`config.mk`:
```
export PLATFORM = sky130hd
export DESIGN_NAME = sliding_window_rate_counter_flat
export DESIGN_NICKNAME = d
export VERILOG_FILES = /design/src/swrc_pkg.sv /design/src/swrc_in_if.sv /design/src/swrc_out_if.sv /design/src/swrc_ring.sv /design/src/swrc_div.sv /design/src/sliding_window_rate_counter.sv /design/src/flat_wrapper.sv
export VERILOG_INCLUDE_DIRS = /design/src /design/src/src
export SDC_FILE = /design/constraint.sdc
export NUM_CORES = 1
export LEC_CHECK = 0
export BUFFER_PORTS_ARGS = -buffer_cell sky130_fd_sc_hd__buf_2
export CAP_MARGIN = 20
export CORE_UTILIZATION = 47
export DETAILED_ROUTE_END_ITERATION = 8
export PLACE_DENSITY = 0.66
export SYNTH_ARGS = -nofsm -noshare
export SYNTH_HDL_FRONTEND = slang
export SYNTH_SLANG_ARGS = --single-unit
```
`constraint.sdc`:
```
create_clock -name clk -period 6 [get_ports clk]
set_clock_uncertainty 0.05 [all_clocks]
set_input_delay 0.3 -clock clk [delete_from_list [all_inputs] [get_ports clk]]
set_output_delay 0.3 -clock clk [all_outputs]
set_load 0.02 [all_outputs]
```
`src/assert_macros.svh`:
```
// Assertion macros shared by the RTL. Each use expands to one labeled
// concurrent assertion that is disabled while reset is asserted.
`ifndef ASSERT_MACROS_SVH
`define ASSERT_MACROS_SVH

// Consequent must hold in the same cycle as the antecedent.
`define ASSERT_IMPLIES(lbl, clk, rst_n, ante, cons) \
  lbl: assert property (@(posedge clk) disable iff (!rst_n) (ante) |-> (cons)) \
    else $error("assertion failed");

// Consequent must hold in the cycle after the antecedent.
`define ASSERT_NEXT(lbl, clk, rst_n, ante, cons) \
  lbl: assert property (@(posedge clk) disable iff (!rst_n) (ante) |=> (cons)) \
    else $error("assertion failed");

`endif

```
`src/swrc_pkg.sv`:
```
package swrc_pkg;

  // The window length is a power of two, so the average is a right shift by POS_W.
  localparam int WINDOW_SECONDS = 16;
  localparam int POS_W          = $clog2(WINDOW_SECONDS);
  localparam int CNT_W          = $clog2(WINDOW_SECONDS + 1);
  // The exact bucket sum stays below WINDOW_SECONDS * 2^32.
  localparam int SUM_W          = 32 + POS_W;

  typedef enum logic [2:0] {
    ST_IDLE,
    ST_WR_RD,
    ST_WR_UPD,
    ST_DIV_GO,
    ST_DIV_WAIT
  } state_t;

  typedef struct packed {
    logic             clear;
    logic             rd_en;
    logic             wr_en;
    logic [POS_W-1:0] addr;
    logic [31:0]      wdata;
  } ring_cmd_t;

endpackage

```
`src/swrc_in_if.sv`:
```
interface swrc_in_if;
  logic        valid;
  logic        ready;
  logic [31:0] now_seconds;
  logic [15:0] increment;

  modport source (output valid, output now_seconds, output increment, input ready);
  modport sink (input valid, input now_seconds, input increment, output ready);
endinterface

```
`src/swrc_out_if.sv`:
```
interface swrc_out_if;
  logic        valid;
  logic        ready;
  logic [31:0] window_average;
  logic [31:0] running_total;
  logic [31:0] current_count;

  modport source (output valid, output window_average, output running_total,
                  output current_count, input ready);
  modport sink (input valid, input window_average, input running_total,
                input current_count, output ready);
endinterface

```
`src/swrc_ring.sv`:
```
module swrc_ring import swrc_pkg::*; (
  input  logic        clk,
  input  logic        rst_n,
  input  ring_cmd_t   cmd,
  output logic [31:0] rd_data
);

  logic [31:0]               mem [WINDOW_SECONDS];
  logic [WINDOW_SECONDS-1:0] vld_r;
  logic [31:0]               rd_raw_r;
  logic                      rd_vld_r;

  always_ff @(posedge clk) begin
    if (cmd.wr_en) begin
      mem[cmd.addr] <= cmd.wdata;
    end
    if (cmd.rd_en) begin
      rd_raw_r <= mem[cmd.addr];
      rd_vld_r <= vld_r[cmd.addr];
    end
  end

  // An entry never written since the last clear reads as zero.
  always_ff @(posedge clk) begin
    if (!rst_n || cmd.clear) begin
      vld_r <= '0;
    end else if (cmd.wr_en) begin
      vld_r[cmd.addr] <= 1'b1;
    end
  end

  assign rd_data = rd_vld_r ? rd_raw_r : '0;

endmodule

```
`src/swrc_div.sv`:
```
module swrc_div import swrc_pkg::*; (
  input  logic             clk,
  input  logic             start,
  input  logic [SUM_W-1:0] dividend,
  output logic [31:0]      quotient
);

  logic [31:0] q_r;

  // Dividing by the window is a shift; the sum bound keeps the quotient in 32 bits.
  always_ff @(posedge clk) begin
    if (start) begin
      q_r <= dividend[SUM_W-1:POS_W];
    end
  end

  assign quotient = q_r;

endmodule

```
`src/sliding_window_rate_counter.sv`:
```
// An input transfer passes k ring steps (ST_WR_RD, ST_WR_UPD), then ST_DIV_GO and
// ST_DIV_WAIT, before a valid result; k is the number of seconds the ring advances
// (0 when time stands still, goes back or jumps past the window). Each advanced
// second costs a bucket read and a bucket write; the average is the bucket sum
// shifted right by log2 of the window. One event is in flight at a time, and a
// result not yet taken holds the next event. Reset clears counters and buckets.
module sliding_window_rate_counter import swrc_pkg::*; (
  input  logic        clk,
  input  logic        rst_n,
  swrc_in_if.sink     in_chan,
  swrc_out_if.source  out_chan
);

`include "assert_macros.svh"

  state_t           state_r, state_nxt;
  logic [31:0]      count_r, count_nxt;
  logic [31:0]      total_r, total_nxt;
  logic [31:0]      prev_r, prev_nxt;
  logic [POS_W-1:0] pos_r, pos_nxt;
  logic [SUM_W-1:0] sum_r, sum_nxt;
  logic [CNT_W-1:0] rem_r, rem_nxt;
  logic [31:0]      last_val_r, last_val_nxt;
  logic             out_valid_r, out_valid_nxt;
  logic [31:0]      avg_r, tot_out_r, cnt_out_r;

  logic [31:0]      diff;
  logic             big;
  logic             adv;
  logic             accept;
  logic [31:0]      inc32;
  logic [31:0]      wval;
  logic             out_load;
  logic             div_start;
  logic [31:0]      div_quot;
  logic [31:0]      ring_rd;
  ring_cmd_t        cmd;

  swrc_ring u_ring (
    .clk     (clk),
    .rst_n   (rst_n),
    .cmd     (cmd),
    .rd_data (ring_rd)
  );

  swrc_div u_div (
    .clk      (clk),
    .start    (div_start),
    .dividend (sum_r),
    .quotient (div_quot)
  );

  assign in_chan.ready = (state_r == ST_IDLE);
  assign accept        = in_chan.valid && in_chan.ready;
  assign diff          = in_chan.now_seconds - prev_r;
  assign big           = $signed(diff) > $signed(32'(WINDOW_SECONDS));
  assign adv           = !diff[31] && (diff != '0) && !big;
  assign inc32         = 32'(in_chan.increment);
  // Skipped seconds get zero buckets; the last write of the run stores the count.
  assign wval          = (rem_r == CNT_W'(1)) ? last_val_r : '0;

  always_comb begin
    state_nxt    = state_r;
    count_nxt    = count_r;
    total_nxt    = total_r;
    prev_nxt     = prev_r;
    pos_nxt      = pos_r;
    sum_nxt      = sum_r;
    rem_nxt      = rem_r;
    last_val_nxt = last_val_r;
    cmd          = '0;
    cmd.addr     = pos_r;
    cmd.wdata    = wval;
    div_start    = 1'b0;
    out_load     = 1'b0;
    unique case (state_r)
      ST_IDLE: begin
        if (accept) begin
          prev_nxt = in_chan.now_seconds;
          if (big) begin
            cmd.clear = 1'b1;
            count_nxt = inc32;
            total_nxt = inc32;
            sum_nxt   = '0;
            state_nxt = ST_DIV_GO;
          end else if (adv) begin
            last_val_nxt = count_r;
            count_nxt    = inc32;
            total_nxt    = total_r + inc32;
            rem_nxt      = diff[CNT_W-1:0];
            state_nxt    = ST_WR_RD;
          end else begin
            count_nxt = count_r + inc32;
            total_nxt = total_r + inc32;
            state_nxt = ST_DIV_GO;
          end
        end
      end
      ST_WR_RD: begin
        cmd.rd_en = 1'b1;
        state_nxt = ST_WR_UPD;
      end
      ST_WR_UPD: begin
        cmd.wr_en = 1'b1;
        sum_nxt   = sum_r - SUM_W'(ring_rd) + SUM_W'(wval);
        pos_nxt   = (pos_r == POS_W'(WINDOW_SECONDS - 1)) ? '0 : pos_r + 1'b1;
        rem_nxt   = rem_r - 1'b1;
        state_nxt = (rem_r == CNT_W'(1)) ? ST_DIV_GO : ST_WR_RD;
      end
      ST_DIV_GO: begin
        div_start = 1'b1;
        state_nxt = ST_DIV_WAIT;
      end
      ST_DIV_WAIT: begin
        if (!out_valid_r || out_chan.ready) begin
          out_load  = 1'b1;
          state_nxt = ST_IDLE;
        end
      end
      default: begin
        state_nxt = ST_IDLE;
      end
    endcase
  end

  always_comb begin
    out_valid_nxt = out_valid_r;
    if (out_chan.ready) begin
      out_valid_nxt = 1'b0;
    end
    if (out_load) begin
      out_valid_nxt = 1'b1;
    end
  end

  always_ff @(posedge clk) begin
    if (!rst_n) begin
      state_r     <= ST_IDLE;
      count_r     <= '0;
      total_r     <= '0;
      prev_r      <= '0;
      pos_r       <= '0;
      sum_r       <= '0;
      out_valid_r <= 1'b0;
    end else begin
      state_r     <= state_nxt;
      count_r     <= count_nxt;
      total_r     <= total_nxt;
      prev_r      <= prev_nxt;
      pos_r       <= pos_nxt;
      sum_r       <= sum_nxt;
      out_valid_r <= out_valid_nxt;
    end
  end

  always_ff @(posedge clk) begin
    rem_r      <= rem_nxt;
    last_val_r <= last_val_nxt;
    if (out_load) begin
      avg_r     <= div_quot;
      tot_out_r <= total_r;
      cnt_out_r <= count_r;
    end
  end

  assign out_chan.valid          = out_valid_r;
  assign out_chan.window_average = avg_r;
  assign out_chan.running_total  = tot_out_r;
  assign out_chan.current_count  = cnt_out_r;

  `ASSERT_NEXT(a_rd_then_upd, clk, rst_n, state_r == ST_WR_RD, state_r == ST_WR_UPD)
  `ASSERT_IMPLIES(a_rem_live, clk, rst_n, state_r == ST_WR_RD || state_r == ST_WR_UPD, rem_r != '0)
  `ASSERT_NEXT(a_pos_moves, clk, rst_n, state_r == ST_WR_UPD, pos_r != $past(pos_r))

endmodule
```
`src/flat_wrapper.sv`:
```
// flat-port wrapper written by rule: the top's interface ports become plain ports
module sliding_window_rate_counter_flat import swrc_pkg::*;
  (clk, rst_n, in_chan_valid, in_chan_now_seconds, in_chan_increment, in_chan_ready, out_chan_valid, out_chan_window_average, out_chan_running_total, out_chan_current_count, out_chan_ready);
  swrc_in_if in_chan_i ();
  swrc_out_if out_chan_i ();
  input  logic clk;
  input  logic rst_n;
  input wire logic [$bits(in_chan_i.valid)-1:0] in_chan_valid;
  input wire logic [$bits(in_chan_i.now_seconds)-1:0] in_chan_now_seconds;
  input wire logic [$bits(in_chan_i.increment)-1:0] in_chan_increment;
  output wire logic [$bits(in_chan_i.ready)-1:0] in_chan_ready;
  output wire logic [$bits(out_chan_i.valid)-1:0] out_chan_valid;
  output wire logic [$bits(out_chan_i.window_average)-1:0] out_chan_window_average;
  output wire logic [$bits(out_chan_i.running_total)-1:0] out_chan_running_total;
  output wire logic [$bits(out_chan_i.current_count)-1:0] out_chan_current_count;
  input wire logic [$bits(out_chan_i.ready)-1:0] out_chan_ready;
  assign in_chan_i.valid = in_chan_valid;
  assign in_chan_i.now_seconds = in_chan_now_seconds;
  assign in_chan_i.increment = in_chan_increment;
  assign in_chan_ready = in_chan_i.ready;
  assign out_chan_valid = out_chan_i.valid;
  assign out_chan_window_average = out_chan_i.window_average;
  assign out_chan_running_total = out_chan_i.running_total;
  assign out_chan_current_count = out_chan_i.current_count;
  assign out_chan_i.ready = out_chan_ready;
  sliding_window_rate_counter u_core (.clk(clk), .rst_n(rst_n), .in_chan(in_chan_i), .out_chan(out_chan_i));
endmodule
```
* Word level (Yosys, flattened, before mapping)
Memories as Yosys holds them, arrays and structs flattened. A register that Yosys moved wholly into a read port is not among the register bits.
Cells that the tools add are included.
W data, S select, Z words.
** Operators by class
- Add/subtract/negate cells :: 7
- Equal/unequal tests :: 11
- Reductions and logical operators :: 19
- Multiplexer cells :: 35
- Magnitude comparators :: 3
- Bitwise gates (word level) :: 2
** Operator list (count)
- $mux W32 :: 5
- $mux W36 :: 2
- $pmux W36 S2 :: 1
- $add A32 B16 Y32 :: 2
- $add A36 B32 Y36 :: 1
- $sub A36 B32 Y36 :: 1
- $gt A32 B6 Y1 const B :: 1
- $reduce_bool A32 Y1 :: 1
- $sub A32 B32 Y32 :: 1
- $or A16 B16 Y16 :: 1
- $mux W5 :: 3
- $pmux W3 S5 :: 1
- $mux W1 :: 14
- $pmux W5 S2 :: 1
- $mux W3 :: 3
- $ne A2 B2 Y1 const B :: 4
- $reduce_and A4 Y1 :: 2
- $eq A3 B2 Y1 const B :: 2
- $eq A5 B1 Y1 const B :: 1
- $lt A4 B5 Y1 const B :: 1
- $sub A5 B1 Y5 const B :: 1
- $add A4 B1 Y4 const B :: 1
- $bmux W1 S4 :: 1
- $demux W1 S4 :: 1
- other kinds (15) :: 25
** Storage, ports and cells
- Logic and storage cells :: 93
- Memories kept :: 1
- Register bits :: 322
- RAM bits :: 512
- Bits of input ports :: 52
** Memories
- u_core.u_ring.mem :: depth 16, width 32, rd ports 1, clocked after memory_dff 1, wr ports 1, line swrc_ring.sv:8 : logic [31:0] mem [WINDOW_SECONDS];

* Longest topological paths before layout
- Depth after elaboration :: 8
- Mapped depth :: 19
- Mapped depth without buffers :: 18

* Hierarchy
From an unflattened synthesis, not the netlist that was laid out.
** Unflattened totals
- Cells, all modules :: 2708
- Area, all modules :: 38061.5 µm²
** By module, submodules not included
- swrc_ring :: instances 1, area each 21001.4 µm², cells an instance 920
- sliding_window_rate_counter :: instances 1, area each 16099.2 µm², cells an instance 1756
- swrc_div :: instances 1, area each 960.9 µm², cells an instance 32

* Worst setup path after synthesis
Ideal clock, no wire load.
- Path type :: reg2reg
- Start :: register u_core.state_r[1]
- End :: register u_core.cnt_out_r[0], in the netlist u_core.out_chan.current_count[0], enable pin
- Slack :: 0.361 ns
- Library setup time :: 0.563 ns
- Arrival :: 5.026 ns
- Cell stages (with the launch flop) :: 4
- Required time :: 5.387 ns
- Cell sequence :: dfxtp_1 > clkbuf_1 > nor3b_1 > nor2b_1
** On the way
- Word-level cells in the longest chain between the ends :: 2
** RTL lines
- start: declaration :: line sliding_window_rate_counter.sv:16 : state_t state_r, state_nxt;
- start signal: assignment :: line sliding_window_rate_counter.sv:146 : state_r <= state_nxt;
- $eq A3 B3 Y1 :: line sliding_window_rate_counter.sv:76 : unique case (state_r)
- $mux W1 :: line sliding_window_rate_counter.sv:76
- named net u_core.out_load :: line sliding_window_rate_counter.sv:33 : logic out_load;
- end signal: assignment :: line sliding_window_rate_counter.sv:162 : cnt_out_r <= count_r;
- end: declaration :: line sliding_window_rate_counter.sv:25 : logic [31:0] avg_r, tot_out_r, cnt_out_r;
The timed path passes the listed nets, and every way through them passes these cells.
A chain may end at the register's enable or synchronous reset.

* Worst setup path in the final report
- Start :: register u_core.rem_r[1]
- End :: register u_core.sum_r[33]
** On the way
- Word-level cells in the longest chain between the ends :: 4
** RTL lines
- start: declaration :: line sliding_window_rate_counter.sv:22 : logic [CNT_W-1:0] rem_r, rem_nxt;
- start signal: assignment :: line sliding_window_rate_counter.sv:157 : rem_r <= rem_nxt;
- $eq A5 B1 Y1 :: line sliding_window_rate_counter.sv:60 : assign wval = (rem_r == CNT_W'(1)) ? last_val_r : '0;
- $mux W32 :: line sliding_window_rate_counter.sv:60
- $add A36 B32 Y36 :: line sliding_window_rate_counter.sv:105 : sum_nxt = sum_r - SUM_W'(ring_rd) + SUM_W'(wval);
- $pmux W36 S2 :: line sliding_window_rate_counter.sv:76
- end signal: assignment :: line sliding_window_rate_counter.sv:151 : sum_r <= sum_nxt;
- end: declaration :: line sliding_window_rate_counter.sv:21 : logic [SUM_W-1:0] sum_r, sum_nxt;
No other way between the ends.

==> metrics.md <==
| Metric | Value |
|---|---|
| Outcome | `finished, final reports clean` |
| Largest net degree at the start of global routing | `90` |
| Crit end category | `register` |
| VDD IR max | `0.277 mV` |
| Register area | `0.0245 mm²` |
| Max Cap Viol | `0` |
| Hpwl dp | `55400 µm` |
| Number of synthesized flops with an enable pin | `710` |
| Drt total wl | `88300 µm` |
| Leakage | `0.0153 µW` |
| Mapped Cells | `2571` |
| Global-route wire length before repair | `135000 µm` |
| Crit path max fanout | `33` |
| Hold Worst Slack | `0.0507 ns` |
| Setup TNS | `0 ns` |
| DRC viols | `0` |
| Async set-or-reset flop fraction in the synthesized netlist | `0%` |
| Via/cell ratio | `5.72` |
| Max Fclk | `199 MHz` |
| RSZ-0062 raised after global routing | `no` |
| Synthesized area per cell | `14.8 µm²` |
| Core Box Area | `0.0795 mm²` |
| CTS Buffer Depth | `3` |
| PD cells | `342 mW/mm²` |
| Yosys reg bits | `866` |
| Clk sinks | `866` |
| Number of global-route vias before repair | `22647` |
| Worst setup SP type | `register` |
| Worst rel slew slack | `31.5%` |
| Slew Viols, Final | `0` |
| Multi-input logic area | `0.0126 mm²` |
| Initial DRC count | `1868` |
| Fin area | `0.0435 mm²` |
| First-pass DRT Iterations | `8` |
| Drt wl/cell | `22.6 µm` |
| FP Rows | `103` |
| Worst skew pair latency | `0.66 ns` |
| Post-CTS setup repair buffer count | `0` |
| Largest regs | `u_core.u_ring.mem (512), u_core.sum_r (36)` |
| Die height | `286 µm` |
| Final GP Congestion | `0.890` |
| GRT overflow | `0` |
| Worst hold path type | `in2reg` |
| Yosys warning total | `0` |
| Netlist cell types | `85` |
| CTS tree | `built` |
| # nets final | `2981` |
| Root buf cell | `clkbuf_16` |
| Crit Path Class | `reg2reg` |
| Number of I/O pins | `150` |
| Die area | `0.0821 mm²` |
| Global-route track usage on met2 | `35.3%` |
| Ant. Diodes | `0` |
| Fin crit period | `5.03 ns` |
| Initial Util | `47.8%` |
| Final Setup Violations | `0` |
| Grt peak-use layer | `met2` |
| GRT met1 Usage | `30.1%` |
| Fin. Hold Viols | `0` |
| Fill cell count | `6227` |
| Worst Tran Pin Value | `1.03 ns` |
| Main flop type after synthesis | `edfxtp_1` |
| CTS Buf Count | `90` |
| Grt met3 use | `4.08%` |
| Vias | `22382` |
| Routed Antenna Nets | `0` |
| Max reg flops | `512` |
| Cell area after synthesis | `0.0380 mm²` |
| Largest Register | `u_core.u_ring.mem` |
| H-tree levels | `3` |
| Worst-path clk slew | `0.06 ns` |
| Post-synthesis sequential area ratio | `64.3%` |
| Final period utilization | `83.8%` |
| Initial antenna violation count | `2` |
| Layout cells sized above 1 | `18.7%` |
| Worst Path Arrival | `5.49 ns` |
| # port buffers | `149` |
| Net Count, Synth | `2763` |
| Area after DPL | `0.0401 mm²` |
| All-Layer GR Usage | `21.6%` |
| Required time of the critical path | `6.47 ns` |
| P&R area growth vs syn | `14.4%` |
| Die Wd | `286 µm` |
-- critical path: stages, from the launching register on --
cell	delay [ns]
edfxtp_1	0.38
inv_1	0.09
ha_1	0.14
nor4b_2	0.29
buf_12	0.24
nand2_1	0.13
fa_1	0.55
inv_1	0.04
ha_1	0.36
a2111oi_0	0.62
a211o_1	0.27
a311oi_1	0.17
o21ai_0	0.38
o21ai_0	0.21
a41oi_1	0.30
nand2b_1	0.12
xor2_1	0.15
a221oi_1	0.28
a21boi_0	0.14
-- cells by family (layout without fill, tap and decap cells) --
logic type / Yosys count / in the layout / share of synthesized area (%)
AOI/OAI and AO/OA: 425 / 425 / 7.55
muxes: 200 / 200 / 10.7
adders and majority gates: 140 / 140 / 5.30
xor gates and xnor gates: 109 / 109 / 2.51
and+or+nand+nor: 527 / 527 / 6.61
DFF: 866 / 866 / 64.3
buffers and inverters: 304 / 596 / 3.07
-- worst paths after layout --
check	from	end	slack, ns	cells past startpoint
worst max register to register	u_core.rem_r[1]	u_core.sum_r[33]	0.97	18
worst min-delay path	in_chan_valid	u_core.state_r[0]	0.05	3
worst min register to register	u_core.u_div.quotient[1]	u_core.out_chan.window_average[1]	0.35	0
worst max-delay path	u_core.rem_r[1]	u_core.sum_r[33]	0.97	18
-- synth_stat cells, types with 13 or more instances --
master / count / share of area (%)
and2_1: 41 / 0.67
fa_1: 35 / 1.8
nand2_1: 169 / 1.7
a21boi_0: 38 / 0.75
clkbuf_1: 86 / 0.85
mux2i_1: 32 / 0.84
dfxtp_1: 156 / 8.2
inv_1: 198 / 2.0
nor2b_1: 15 / 0.25
nor2_1: 133 / 1.3
a21o_1: 30 / 0.59
nor3_1: 35 / 0.46
mux4_2: 165 / 9.8
a21oi_1: 104 / 1.4
a31oi_1: 15 / 0.25
a22o_1: 31 / 0.71
nand3_1: 46 / 0.61
o211ai_1: 13 / 0.26
and3_1: 20 / 0.33
xnor2_1: 59 / 1.4
edfxtp_1: 710 / 56
ha_1: 105 / 3.5
xor2_1: 50 / 1.2
o21a_1: 15 / 0.30
o21ai_0: 80 / 1.1
-- layout make-up --
type	instances	area share (%)
Multi-Input combinational cell	1401	28.9
Clock inverter	56	1.26
Clock buffer	110	5.42
Sequential cell	866	56.2
Inverter	198	1.71
Timing Repair Buffer	232	3.48
Tap cell	1050	3.02
-- through the flow --
stage	worst slack (ns)	total power (µW)	std cells	utilization [%]
after floorplan	0.361	8930	2571	-
after global placement	1.09	9490	3699	50.5
after detailed placement	1.03	9560	3699	50.5
after CTS	1.02	15000	3913	54.7
after global routing	0.481	15500	3913	54.7
final	0.974	14900	3913	54.7
-- where the power goes --
part           internal, µW  switching, µW
combinational          1120           1470
clock                  3050           2370
sequential             6700            179
-- timing repair --
action | CTS | global route
hold buffers | 48 | 0
endpoints found under the hold margin | 63 | 0
endpoints found under the setup margin | 0 | 0
resized for setup | 0 | 0
-- cells in the final DEF, fill, tap and decap left out, types with 41 or more instances in the layout --
cell type	n
mux4_2	165
dfxtp_1	152
edfxtp_1	710
o21ai_0	80
nand3_1	46
xnor2_1	59
nor2_1	120
xor2_1	50
and2_1	41
ha_1	105
inv_1	198
buf_2	149
nand2_1	168
a21oi_1	104
dlygate4sd3_1	48
clkbuf_16	90
-- per-layer routing --
metal	wire, µm	part of all wire (%)
met1	38100	43
met2	42200	48
met3	6520	7.4
met4	1460	1.7
met5	17	0.019
No activity file was read; power rests on OpenSTA's default activity.
